<file path="src/rtl/core/drat_fifo.sv">
`timescale 1ns / 1ps
module drat_fifo #(
    parameter int unsigned WIDTH = 64,
    parameter int unsigned DEPTH = 4
) (
    input  logic             i_clk,
    input  logic             i_rst_n,
    input  logic             i_push,
    input  logic [WIDTH-1:0] i_data,
    output logic             o_full,
    input  logic             i_pop,
    output logic             o_empty,
    output logic [WIDTH-1:0] o_data
);
    localparam int unsigned PTR_W = $clog2(DEPTH);
    localparam int unsigned CNT_W = $clog2(DEPTH + 1);
    localparam logic [PTR_W-1:0] LAST  = PTR_W'(DEPTH - 1);
    localparam logic [CNT_W-1:0] FULLC = CNT_W'(DEPTH);

    logic [WIDTH-1:0] r_slot [DEPTH];
    logic [PTR_W-1:0] r_wr_ptr, n_wr_ptr;
    logic [PTR_W-1:0] r_rd_ptr, n_rd_ptr;
    logic [CNT_W-1:0] r_count, n_count;

    // Pointer and occupancy updates
    always_comb begin
        n_wr_ptr = r_wr_ptr;
        n_rd_ptr = r_rd_ptr;
        n_count  = r_count;
        if (i_push) begin
            n_wr_ptr = (r_wr_ptr == LAST) ? '0 : r_wr_ptr + 1'b1;
        end
        if (i_pop) begin
            n_rd_ptr = (r_rd_ptr == LAST) ? '0 : r_rd_ptr + 1'b1;
        end
        if (i_push && !i_pop) begin
            n_count = r_count + 1'b1;
        end else if (!i_push && i_pop) begin
            n_count = r_count - 1'b1;
        end
    end

    always_comb begin
        o_full  = (r_count == FULLC);
        o_empty = (r_count == '0);
        o_data  = r_slot[r_rd_ptr];
    end

    always_ff @(posedge i_clk) begin
        if (!i_rst_n) begin
            r_wr_ptr <= '0;
            r_rd_ptr <= '0;
            r_count  <= '0;
        end else begin
            r_wr_ptr <= n_wr_ptr;
            r_rd_ptr <= n_rd_ptr;
            r_count  <= n_count;
        end
    end

    // Store the pushed entry
    always_ff @(posedge i_clk) begin
        if (i_push) begin
            r_slot[r_wr_ptr] <= i_data;
        end
    end

endmodule

</file>
<file path="config.mk">
export PLATFORM = sky130hd
export DESIGN_NAME = drat_fifo
export DESIGN_NICKNAME = d
export VERILOG_FILES = /design/src/rtl/core/drat_fifo.sv
export SDC_FILE = /design/constraint.sdc
export NUM_CORES = 1
export LEC_CHECK = 0
export BUFFER_PORTS_ARGS = -buffer_cell sky130_fd_sc_hd__buf_4
export CORE_MARGIN = 8
export CORE_UTILIZATION = 61
export DETAILED_ROUTE_END_ITERATION = 8
export PLACE_DENSITY = 0.84
export SYNTH_ARGS = -nofsm -noshare
export SYNTH_HDL_FRONTEND = slang
export SYNTH_SLANG_ARGS = --single-unit
</file>
<file path="constraint.sdc">
create_clock -name i_clk -period 5.2 [get_ports i_clk]
set_input_delay 0.26 -clock i_clk [delete_from_list [all_inputs] [get_ports i_clk]]
set_output_delay 0.26 -clock i_clk [all_outputs]
set_load 0.01 [all_outputs]
</file>
==> Yosys cells after proc, flatten, opt, wreduce, memory -nomap -nowiden <==
Memory sizes are Yosys's and may differ from the RTL's. A register that Yosys moved wholly into a read port is not among the register bits.
Cells that the tools add are included.
{ "totals": {"regBits": 7, "ram_bits": 256, "inputBits": 68, "n_memories": 1} }
{ "memory_table": {"columns": ["memory", "words", "word_bits", "rd", "rd_ports_with_merged_regs", "wr", "line", "rtl"], "rows": [
  ["r_slot", 4, 64, 1, 1, 1, "20", "logic [WIDTH-1:0] r_slot [DEPTH];"]
]} }
{ "classes": {"n_addsub": 4, "eq_ne": 3, "mux": 8, "n_reduce_logical": 6} }
{ "ops": {"columns": ["cell", "n"], "rows": [
  ["$mux 2", 4],
  ["$mux 3", 2],
  ["$add 2x1->2 const B", 2],
  ["$eq 2x2->1 const B", 2],
  ["$add 3x1->3 const B", 1],
  ["$eq 3x3->1 const B", 1],
  ["$logic_not 3->1", 1],
  ["$sub 3x1->3 const B", 1],
  ["$logic_and 1x1->1", 2],
  ["$logic_not 1->1", 2],
  ["$mux 1", 2],
  ["$reduce_bool 2->1", 1]
]} }

==> Logic depth before layout (Yosys ltp) <==
{ "depth": {"depth_word": 4, "depth_mapped": 7, "ltp_nobuf": 7} }

==> Least setup slack after synthesis <==
OpenSTA, ideal clock, no wires.
{ "synth_timing": {"kind": "register to register", "from": "register r_wr_ptr[0]", "to": "memory r_slot[3][0] (enable)", "setup_ps": 428, "arrival_ps": 2054, "path_slack_ps": 2717, "stages_incl_launch_ff": 3, "path_buffers": 0, "period_less_slack_ps": 2483, "cell_sequence": "dfxtp_1 > ha_1 > and2_1"} }
{ "synth_lines": {"columns": ["element", "line", "rtl"], "rows": [
  ["from (decl)", "21", "logic [PTR_W-1:0] r_wr_ptr, n_wr_ptr;"],
  ["from (signal assigned)", "55", "r_wr_ptr <= n_wr_ptr;"],
  ["to (decl)", "20", null]
]} }
Straight into the memory's write port.

==> results by group <==
Run status
  • Result of the run: finished clean

Timing
  • Period minus WS final: 2.96 ns
  • Count of final hold-check violations: 0
  • Setup_tns: 0 ns
  • Clock skew after layout: 0.0145 ns
  • Number of pins exceeding their max-slew limit in the final report: 0
  • Max Fclk: 0.338 GHz
  • Count of endpoints failing setup in the final report: 0
  • Crit path setup slack, layout: 2.24 ns
  • Actual transition at the worst max-transition pin: 0.984 ns
  • RSZ-0062 raised after global routing: no
  • Max-Slew Margin vs Limit: 0.344
  • Final period utilization: 0.569

Synthesis
  • Simple-gate share of the synthesized area: 0.00922
  • Portion of netlist area occupied by mux cells: 0.153
  • Synthesized area divided by synthesized cell count: 25.8 um2
  • Fraction of the mapped netlist area in compound gates: 0.00205
  • Largest family of logic cells by synthesized area: multiplexers
  • Syn Nets: 453
  • Gate Count Post-Synth: 378
  • Fraction of the mapped netlist area in adder cells: 0.00973
  • Most area-hungry cell type in the Yosys netlist: edfxtp_1
  • Yosys reg bits: 265
  • Synth top area share: 0.787
  • Cell area after technology mapping: 9770 um2
  • Fraction of the yosys area taken by sequential cells: 0.805
  • Post-Synth XOR/XNOR Area: 0.00179
  • Synth warn: 0
  • Largest cells by area after synthesis: edfxtp_1, mux4_2, dfxtp_1
  • Distinct cell type count after synthesis: 23

Cells and area
  • Share of layout cells above drive strength 1: 0.385
  • Area Growth Syn to Fin: 26.7%
  • Nets: 665
  • Final antenna diode count: 0
  • Filler cell count in the final layout: 826

Clock tree
  • Later-pin clock latency in the skew report: 0.52 ns
  • Buffer levels on the longest clock path: 3
  • Clk pin slew, worst setup/hold paths: 0.06 ns
  • Clock root buffer: clkbuf_16
  • CTS tree: built
  • Clock sink count: 265
  • Total CTS buffers: 26
  • CTS H-Tree Depth: 1

Critical path
  • Reg2reg start: r_wr_ptr[0]
  • Critical Path End Type: output port
  • Critical Path Source Type: flop
  • Critical Setup Path Class: flop to output port
  • Reg2reg setup slack: 3.33 ns
  • Destination of the worst register-to-register timing path: r_slot[3][59]
  • Worst Reg2Reg Path Length in Cells: 2
  • Max Fanout on Critical Path: 48
  • Critical path arrival: 2.70 ns
  • Required time reported for the critical path endpoint: 4.94 ns

Die
  • Initial cell density of the core: 0.619
  • Die Ht: 143 um
  • Row Count: 46
  • Area enclosed by the die boundary: 20,300 um2
  • # IOs: 134
  • X dimension of the die: 143 um
  • Core Footprint: 15,800 um2

Routing
  • Number of nets with antenna violations after detailed routing: 0
  • DRC violation count after routing: 0
  • Wirelength per Cell: 22.6 um
  • 1st-pass router iterations: 5
  • Total length of routed wires: 18,700 um
  • Vias per inst: 5.51
  • First-iteration detailed-routing DRC count: 285
  • Via total after detailed routing: 4,553

Hold path
  • Depth of the worst hold-timing path: 2
  • WHS Endpoint: r_wr_ptr[0]
  • Hold Path Origin: i_rst_n
  • HP Class: primary input to flop

Global route
  • Vias in the first global route: 5,046
  • Initial antenna violation count: 0
  • Overall global routing resource usage: 0.187
  • First-pass GRT wire length: 28,400 um
  • Aggregate global routing overflow: 0
  • Largest net degree at the start of global routing: 65

Pwr
  • Pwr/cell area: 387 nW/um2
  • Static leakage power: 0.00425 uW
  • Largest vdd supply drop: 368 uV

Placement
  • Final RePlAce weighted congestion: 0.691
  • Port Buffers: 133
  • Dpl ws: 2.64 ns
  • HPWL after DPL: 9980 um

Flow run
  • Number of maximum-capacitance constraint violations: 0
==> cells in the mapped netlist, drive strengths merged <==
library cell	n
nor2	1
or3	1
inv	4
nor2b	5
mux4	64
dfxtp	9
xor2	1
a21boi	1
clkbuf	1
buf	13
o21a	1
nor3	2
edfxtp	256
nor3b	1
o21ai	1
xnor2	1
mux2i	4
and2	5
ha	6
fa	1
==> worst max path at each step <==
stage,start,to,slack [ns],cells past startpoint
global placement,flop,o_data[45],2.62,3
finish,flop,o_data[45],2.24,3
detailed placement,flop,o_data[45],2.64,3
floorplan,r_wr_ptr[0],r_slot[3][0],2.72,2
global route,flop,o_data[45],1.99,3
CTS,flop,o_data[45],2.09,3
==> stage by stage <==
stage                     std cells  instance area [um2]  hold WS (ns)  power, uW   util
final                           826                12400        0.0200       4790  0.785
after global routing            826                12400        0.0237       4950  0.785
after detailed placement        714                10900         0.463       2970  0.691
after CTS                       826                12400        0.0121       4820  0.785
after floorplan                 378                 9770         0.359       2760      -
after global placement          714                10900         0.458       2950  0.691
==> critical path, cell delays in order, from the launching register on <==
cell	delay (ns)
dfxtp_4	0.96
buf_4	0.46
mux4_1	0.59
buf_4	0.16
==> report_power, final <==
group | switching (uW) | internal, uW | total, uW
combinational | 203 | 258 | 461
sequential | 57.6 | 2450 | 2500
clock | 733 | 1100 | 1830
total | 994 | 3800 | 4790
==> what timing repair did <==
item,CTS,global route
endpoints found under the hold margin,256,0
hold buffers,64,0
gates resized for setup,0,0
setup buffers,0,0
setup endpoints to repair,0,0
==> cell usage in the layout (no fill, tap or decap), types with 2 or more instances in the layout <==
cell type,n
ha_1,6
dfxtp_1,7
and2_4,4
inv_1,4
clkbuf_16,27
mux2i_1,4
buf_4,134
dfxtp_4,2
nor3_1,2
clkbuf_1,7
edfxtp_1,256
clkinv_2,5
nor2b_1,5
dlygate4sd3_1,64
mux4_2,60
mux4_1,4
clkinv_1,6
bufinv_16,3
==> cells by family (layout without fill, tap and decap cells) <==
| group | count (synthesis) | after routing |
|---|---|---|
| AOI/OAI and AO/OA | 3 | 3 |
| adders and majority gates | 7 | 7 |
| muxes | 68 | 68 |
| and+or+nand+nor | 15 | 15 |
| xor gates and xnor gates | 2 | 2 |
| DFF | 265 | 265 |
| buffers and inverters | 18 | 250 |
==> metal layers <==
layer  track usage  up-vias  routed length, um
li1              -     2039                  -
met4        0.0565        0                311
met3        0.0450       21               1150
met5             0        -                  0
met2         0.317      147               9870
met1         0.236     2346               7330
==> area by class of cell <==
cell class              count  area, um2  area share
repair buffers            198       1650       0.133
flip-flops and latches    265       7880       0.636
well taps                 216        270      0.0218
clock inverters            14        138      0.0111
clock buffers              34        702      0.0567
inverters                   4       15.0     0.00121
multi-input cells          95       1730       0.140
==> registers in the layout, indices dropped and copies added, names as in the netlist, named ones only <==
signal and cells:
r_count 3, r_rd_ptr 2, r_slot 256, r_wr_ptr 2
Note: power is estimated with default switching activity, not from simulation.
