File: src/rtl/core/drat_pkg.sv
`timescale 1ns / 1ps
package drat_pkg;

    // Field widths fixed by the interface
    localparam int unsigned ADDR_W    = 20;
    localparam int unsigned OP_W      = 2;
    localparam int unsigned WORD_W    = 32;
    localparam int unsigned DLY_W     = 10;
    localparam int unsigned COST_W    = 12;
    localparam int unsigned TOTAL_W   = 48;
    localparam int unsigned CFG_IDX_W = 2;

    // Request codes
    localparam logic [OP_W-1:0] OP_READ  = 2'd0;
    localparam logic [OP_W-1:0] OP_WRITE = 2'd1;
    localparam logic [OP_W-1:0] OP_FLUSH = 2'd2;

    // Configuration register indexes
    localparam logic [CFG_IDX_W-1:0] CFG_ROW_DELAY = 2'd0;
    localparam logic [CFG_IDX_W-1:0] CFG_COL_DELAY = 2'd1;

    // Delay values after reset
    localparam logic [DLY_W-1:0] ROW_DLY_RESET = 10'd10;
    localparam logic [DLY_W-1:0] COL_DLY_RESET = 10'd2;

    typedef struct packed {
        logic [OP_W-1:0]          operation;
        logic [ADDR_W-1:0]        address;
        logic signed [WORD_W-1:0] write_data;
    } t_in_item;

    typedef struct packed {
        logic signed [WORD_W-1:0] read_data;
        logic                     row_hit;
        logic [COST_W-1:0]        access_cycles;
        logic [TOTAL_W-1:0]       total_cycles;
    } t_out_item;

    typedef enum logic {
        BK_CLEAR,
        BK_RUN
    } t_back_state;

endpackage

File: src/rtl/core/drat_front.sv
`timescale 1ns / 1ps
module drat_front #(
    parameter int unsigned ROWS    = 1024,
    parameter int unsigned COLUMNS = 1024,
    parameter int unsigned ROW_W   = 10,
    parameter int unsigned IDX_W   = 20
) (
    input  logic                        i_clk,
    input  logic                        i_rst_n,
    input  logic                        i_in_valid,
    output logic                        o_in_stall,
    input  drat_pkg::t_in_item          i_in_item,
    input  logic                        i_hold,
    output logic                        o_push,
    input  logic                        i_full,
    output logic [drat_pkg::OP_W-1:0]   o_op,
    output logic [ROW_W-1:0]            o_row,
    output logic [IDX_W-1:0]            o_idx,
    output logic [drat_pkg::WORD_W-1:0] o_wdata
);
    import drat_pkg::*;

    // Address / COLUMNS by reciprocal multiply, exact over the whole address range
    localparam int unsigned ADDR_MAX = (1 << ADDR_W) - 1;
    localparam int unsigned L1       = $clog2(COLUMNS);
    localparam int unsigned SH1      = ADDR_W + L1;
    localparam int unsigned M1_W     = ADDR_W + 2;
    localparam longint unsigned M1   = ((64'd1 << SH1) / COLUMNS) + 64'd1;
    localparam int unsigned Q_MAX    = ADDR_MAX / COLUMNS;
    localparam int unsigned Q_W      = $clog2(Q_MAX + 1);
    localparam int unsigned P1_W     = (SH1 + Q_W > ADDR_W + M1_W) ? SH1 + Q_W : ADDR_W + M1_W;

    // Quotient / ROWS the same way, for the row wrap
    localparam int unsigned L2       = $clog2(ROWS);
    localparam int unsigned SH2      = Q_W + L2;
    localparam int unsigned M2_W     = Q_W + 2;
    localparam longint unsigned M2   = ((64'd1 << SH2) / ROWS) + 64'd1;
    localparam int unsigned R_MAX    = Q_MAX / ROWS;
    localparam int unsigned R_W      = (R_MAX == 0) ? 1 : $clog2(R_MAX + 1);
    localparam int unsigned P2_W     = (SH2 + R_W > Q_W + M2_W) ? SH2 + R_W : Q_W + M2_W;

    localparam longint unsigned CELLS = longint'(ROWS) * longint'(COLUMNS);

    localparam logic [M1_W-1:0]   M1_K   = M1_W'(M1);
    localparam logic [M2_W-1:0]   M2_K   = M2_W'(M2);
    localparam logic [31:0]       ROWS_K = 32'(ROWS);
    localparam logic [ADDR_W-1:0] ROWC_K = (CELLS > longint'(ADDR_MAX)) ? '0 : ADDR_W'(CELLS);

    logic              en;
    logic              accept;
    logic [P1_W-1:0]   n_s1_prod;
    logic [Q_W-1:0]    s1_quot;
    logic [P2_W-1:0]   n_s2_prod;
    logic [R_W-1:0]    s2_wrap;
    logic [Q_W-1:0]    n_s3_rowprod;
    logic [ADDR_W-1:0] n_s3_idxprod;
    logic [Q_W-1:0]    row_full;

    logic              r_s1_vld, r_s2_vld, r_s3_vld;
    logic [OP_W-1:0]   r_s1_op, r_s2_op, r_s3_op;
    logic [ADDR_W-1:0] r_s1_addr, r_s2_addr, r_s3_addr;
    logic [WORD_W-1:0] r_s1_wdata, r_s2_wdata, r_s3_wdata;
    logic [P1_W-1:0]   r_s1_prod;
    logic [P2_W-1:0]   r_s2_prod;
    logic [Q_W-1:0]    r_s2_quot, r_s3_quot;
    logic [Q_W-1:0]    r_s3_rowprod;
    logic [ADDR_W-1:0] r_s3_idxprod;

    // Advance the whole pipe unless the last stage is blocked by a full queue
    always_comb begin
        en         = !r_s3_vld || !i_full;
        o_in_stall = !en || i_hold;
        accept     = i_in_valid && !o_in_stall;
    end

    // Split the address: quotient, wrap count, and the products to subtract
    always_comb begin
        n_s1_prod    = P1_W'(i_in_item.address) * P1_W'(M1_K);
        s1_quot      = r_s1_prod[SH1 +: Q_W];
        n_s2_prod    = P2_W'(s1_quot) * P2_W'(M2_K);
        s2_wrap      = r_s2_prod[SH2 +: R_W];
        n_s3_rowprod = Q_W'(32'(s2_wrap) * ROWS_K);
        n_s3_idxprod = ADDR_W'(ADDR_W'(s2_wrap) * ROWC_K);
    end

    // Hand the classified request to the queue
    always_comb begin
        row_full = r_s3_quot - r_s3_rowprod;
        o_push   = r_s3_vld && !i_full;
        o_op     = r_s3_op;
        o_row    = ROW_W'(row_full);
        o_idx    = IDX_W'(r_s3_addr - r_s3_idxprod);
        o_wdata  = r_s3_wdata;
    end

    // Stage valids
    always_ff @(posedge i_clk) begin
        if (!i_rst_n) begin
            r_s1_vld <= 1'b0;
            r_s2_vld <= 1'b0;
            r_s3_vld <= 1'b0;
        end else if (en) begin
            r_s1_vld <= accept;
            r_s2_vld <= r_s1_vld;
            r_s3_vld <= r_s2_vld;
        end
    end

    // Stage payloads
    always_ff @(posedge i_clk) begin
        if (en) begin
            r_s1_op      <= i_in_item.operation;
            r_s1_addr    <= i_in_item.address;
            r_s1_wdata   <= i_in_item.write_data;
            r_s1_prod    <= n_s1_prod;
            r_s2_op      <= r_s1_op;
            r_s2_addr    <= r_s1_addr;
            r_s2_wdata   <= r_s1_wdata;
            r_s2_quot    <= s1_quot;
            r_s2_prod    <= n_s2_prod;
            r_s3_op      <= r_s2_op;
            r_s3_addr    <= r_s2_addr;
            r_s3_wdata   <= r_s2_wdata;
            r_s3_quot    <= r_s2_quot;
            r_s3_rowprod <= n_s3_rowprod;
            r_s3_idxprod <= n_s3_idxprod;
        end
    end

endmodule

File: config.mk
export PLATFORM = sky130hd
export DESIGN_NAME = drat_front
export DESIGN_NICKNAME = d
export VERILOG_FILES = /design/src/rtl/core/drat_pkg.sv /design/src/rtl/core/drat_front.sv
export SDC_FILE = /design/constraint.sdc
export NUM_CORES = 1
export LEC_CHECK = 0
export BUFFER_PORTS_ARGS = -buffer_cell sky130_fd_sc_hd__buf_4
export CAP_MARGIN = 15
export CORE_UTILIZATION = 40
export CTS_CLUSTER_DIAMETER = 40
export CTS_CLUSTER_SIZE = 14
export DETAILED_ROUTE_END_ITERATION = 10
export PLACE_DENSITY = 0.65
export REMOVE_ABC_BUFFERS = 1
export SLEW_MARGIN = 0
export SYNTH_ARGS = -nofsm -noshare
export SYNTH_HDL_FRONTEND = slang
export SYNTH_SLANG_ARGS = --single-unit
File: constraint.sdc
create_clock -name i_clk -period 2.9 [get_ports i_clk]
set_input_delay 0.58 -clock i_clk [delete_from_list [all_inputs] [get_ports i_clk]]
set_output_delay 0.58 -clock i_clk [all_outputs]
set_load 0.05 [all_outputs]
# After elaboration in Yosys (flattened, before gate mapping)
# Cells that the tools add are included.
# word_totals
reg_bits,225
input_bits,59
output_inout_bits,66
wordCells,24
# classes
n_mul,1
reduce_logical,8
# op_table
cell,n
multiplier 20 x 21 -> 40 bit (second input constant),1
zero test 1 bit,4
logical AND 1 bit,2
logical OR 1 bit,2

# Logic depth before layout (Yosys ltp)
# logic_depth
word_depth,6
depth_mapped,3
mapped_depth_nobuf,3

# Worst setup path after synthesis
# Ideal clock, no wire load.
# synth_timing
kind,input to output
start,in i_full
end,out o_in_stall
t_arrival_ns,3.438
required_ns,2.320
slack_ns,-1.118
stages,2
path_buffers,0
cell_sequence,nand2_2 -> nand2b_1
# synth_via
elab_chain_cells,4
# synth_rtl
element,line,rtl
from (decl),drat_front.sv:15,"input logic i_full,"
zero test 1 bit,drat_front.sv:71,en = !r_s3_vld || !i_full;
logical OR 1 bit,drat_front.sv:71,
zero test 1 bit,drat_front.sv:72,o_in_stall = !en || i_hold;
logical OR 1 bit,drat_front.sv:72,
to (decl),drat_front.sv:11,"output logic o_in_stall,"
# No other way between the ends.

# Worst setup path after layout
# layout_timing
start,reg r_s3_vld
end,out o_in_stall
# layout_via
elab_chain_cells,4
# layout_rtl
element,line,rtl
from (decl),drat_front.sv:59,"logic r_s1_vld, r_s2_vld, r_s3_vld;"
from (signal assigned),drat_front.sv:105,r_s3_vld <= r_s2_vld;
zero test 1 bit,drat_front.sv:71,
logical OR 1 bit,drat_front.sv:71,
via en,drat_front.sv:49,logic en;
zero test 1 bit,drat_front.sv:72,
logical OR 1 bit,drat_front.sv:72,
# The timed path passes the listed nets, and every way through them passes these cells.

==> results.toml <==
[synthesis]
synthMuxAreaShare_pct = 0
synth.area.top_cells = "edfxtp_1, buf_4, dfxtp_1"
synth_area_mm2 = 0.00507
synthAdderAreaFrac_pct = 0
synth_top_cell_area_share_pct = 96.0
yosysTopAreaCell = "edfxtp_1"
synth_compound_area_share_pct = 0.395
synth_cells = 186
ys_warn_count = 0
ys_seq_area_share_pct = 97.2
synth_xor_area_share_pct = 0
syn_avg_cell_area_um2 = 27.3
synth_simple_gate_area_share_pct = 0.963
synth_top_family_by_area = "buffers and inverters"
synth_cell_types = 12
synth-seq-cells = 165

[floorplan]
die-area_mm2 = 0.0131
num_rows = 40
pin_count = 125
chipWidth_um = 115
core_area_mm2 = 0.0122
die_y_um = 115
initial_core_util_pct = 41.7

[route]
viasPerCell = 4.16
drt_iter0_drc = 115
wl_um = 6820
wl_per_cell_um = 13.6
vias = 2078
first_pass_iters = 4
drc = 0
ant_nets = 0

[global_routing]
grt_max_degree = 115
antenna_found_initial = 0
grt_pass1_wl_um = 10100
overflow = 0
grtUsageTotal_pct = 11.2
grt_pass1_vias = 2005

[sta]
setup_slack_ps = 762
fin_worst_skew_ps = 5.99
min_period_ps = 2140
hold_violations = 0
tns_ps = 0
rsz0062_at_grt = "false"
drv_slew = 0
finalSetupViolations = 0
worst-slew-pin-transition_ps = 585
post-route-period-util_pct = 73.7
maxSlewHeadroom_pct = 61.0
clock.fmax_mhz = 468

[setup_path]
worstPathArrival_ps = 1560
required_ps = 2320
crit_fanout = 52
cp-start-kind = "register"
endpoint_kind = "output pin"
path_class = "register to output pin"

[clock_tree]
cts_setup_buffers = 0
cts_resized = 0
worst_skew_pair.late_latency_ps = 410
clockBufferDepth = 2
htreeDepth = 4
cts_buffers = 17
clkSinkCount = 165
clk_pin_slew_ps = 60
cts_tree = "yes"
cts_hold_buf = 0
root_buffer = "clkbuf_16"

[power_and_ir_drop]
leakage_nw = 2.63
p_per_area_mw_per_mm2 = 798
peakVddDrop_v = 0.000327

[run_status]
status = "complete, no violations"

[placed_design]
place.gp.congestion = 0.608
portBuffers = 124
post-place-ws_ps = 899
dpl.hpwl_um = 3990

[layout]
antenna_cells = 0
drive_above_1_share_pct = 45.8
area_growth_pct = 33.0
final_util_pct = 55.4
nets = 379

[worst_hold_path]
hold_path_class = "input pin to register"

[flow_run]
cap_violations = 0
-- sequential cells by signal, summed over array words and instances (netlist names), 2 cells and up --
signal      count
r_s1_op         2
o_wdata        32
r_s2_addr      20
r_s3_addr      20
o_op            2
r_s2_op         2
r_s2_wdata     32
r_s1_wdata     32
r_s1_addr      19
-- layout by cell type, fill, tap and decap left out --
| cell type | instances |
|---|---|
| nand3b_1 | 1 |
| clkinv_2 | 2 |
| nand2_1 | 1 |
| edfxtp_1 | 162 |
| dfxtp_1 | 3 |
| buf_12 | 1 |
| a21boi_1 | 2 |
| buf_4 | 124 |
| bufinv_16 | 3 |
| clkinv_1 | 4 |
| clkbuf_1 | 2 |
| nand2b_1 | 1 |
| nand2_8 | 1 |
| a21oi_1 | 1 |
| nand3_1 | 2 |
| clkinvlp_4 | 3 |
| and2b_2 | 1 |
| nor2b_1 | 1 |
| clkbuf_16 | 17 |
-- cell type report --
| type | instances | area (µm²) |
|---|---|---|
| clock buffer | 19 | 433 |
| clock inverter | 12 | 138 |
| fill | 930 | 5420 |
| multi-input combinational | 11 | 82.6 |
| sequential | 165 | 4920 |
| tap | 168 | 210 |
| timing repair buffer | 125 | 951 |
-- path summary, 6_finish.rpt --
| path | from | slack [ps] | cells after the start | end |
|---|---|---|---|---|
| min reg2reg | r_s1_addr[15]$_DFFE_PP_ | 420 | 0 | r_s2_addr[15]$_DFFE_PP_ |
| max reg2reg | r_s3_vld$_SDFFE_PN0P_ | 1220 | 2 | r_s3_addr[2]$_DFFE_PP_ |
| min | i_in_item[12] | 340 | 1 | r_s1_wdata[12]$_DFFE_PP_ |
| max | r_s3_vld$_SDFFE_PN0P_ | 760 | 3 | o_in_stall |
-- kinds of logic after synthesis --
logic type             after synthesis
and+or+nand+nor                      8
DFF                                165
buffers and inverters               10
AOI/OAI and AO/OA                    3
-- synth_stat cells --
cell	count
a21boi_1	2
nand3_1	2
dfxtp_1	3
a21oi_1	1
buf_4	10
nand2b_1	1
edfxtp_1	162
nand2_1	1
nand2_2	1
and2b_2	1
nor2b_1	1
nand3b_1	1
-- power breakdown --
group / switching [mW] / internal (mW)
Clock: 0.826 / 1.33
Sequential: 0.0402 / 2.78
Combinational: 0.275 / 0.130
-- per-stage QoR --
| step | std cells | instance area (µm²) | hold slack [ps] | power (mW) |
|---|---|---|---|---|
| CTS | 500 | 6740 | 310 | 5.45 |
| floorplan | 176 | 4990 | 400 | 3.10 |
| global placement | 469 | 6170 | 401 | 3.26 |
| detailed placement | 469 | 6170 | 405 | 3.27 |
| finish | 500 | 6740 | 339 | 5.38 |
| global route | 500 | 6740 | 312 | 5.55 |
-- metal layers --
layer | GRT usage [%] | up-vias | part of all wire [%]
met4 | 8.05 | 0 | 2.6
met1 | 13.1 | 968 | 43
met3 | 5.72 | 18 | 8.3
met5 | 0 | - | 0
li1 | - | 1001 | -
met2 | 15.9 | 91 | 46
-- worst max-delay path, stage by stage (launching register included) --
cell,delay [ps]
dfxtp_1,470
nand2_8,300
nand2b_1,170
buf_4,210
Power figures use the tool's default switching activity.
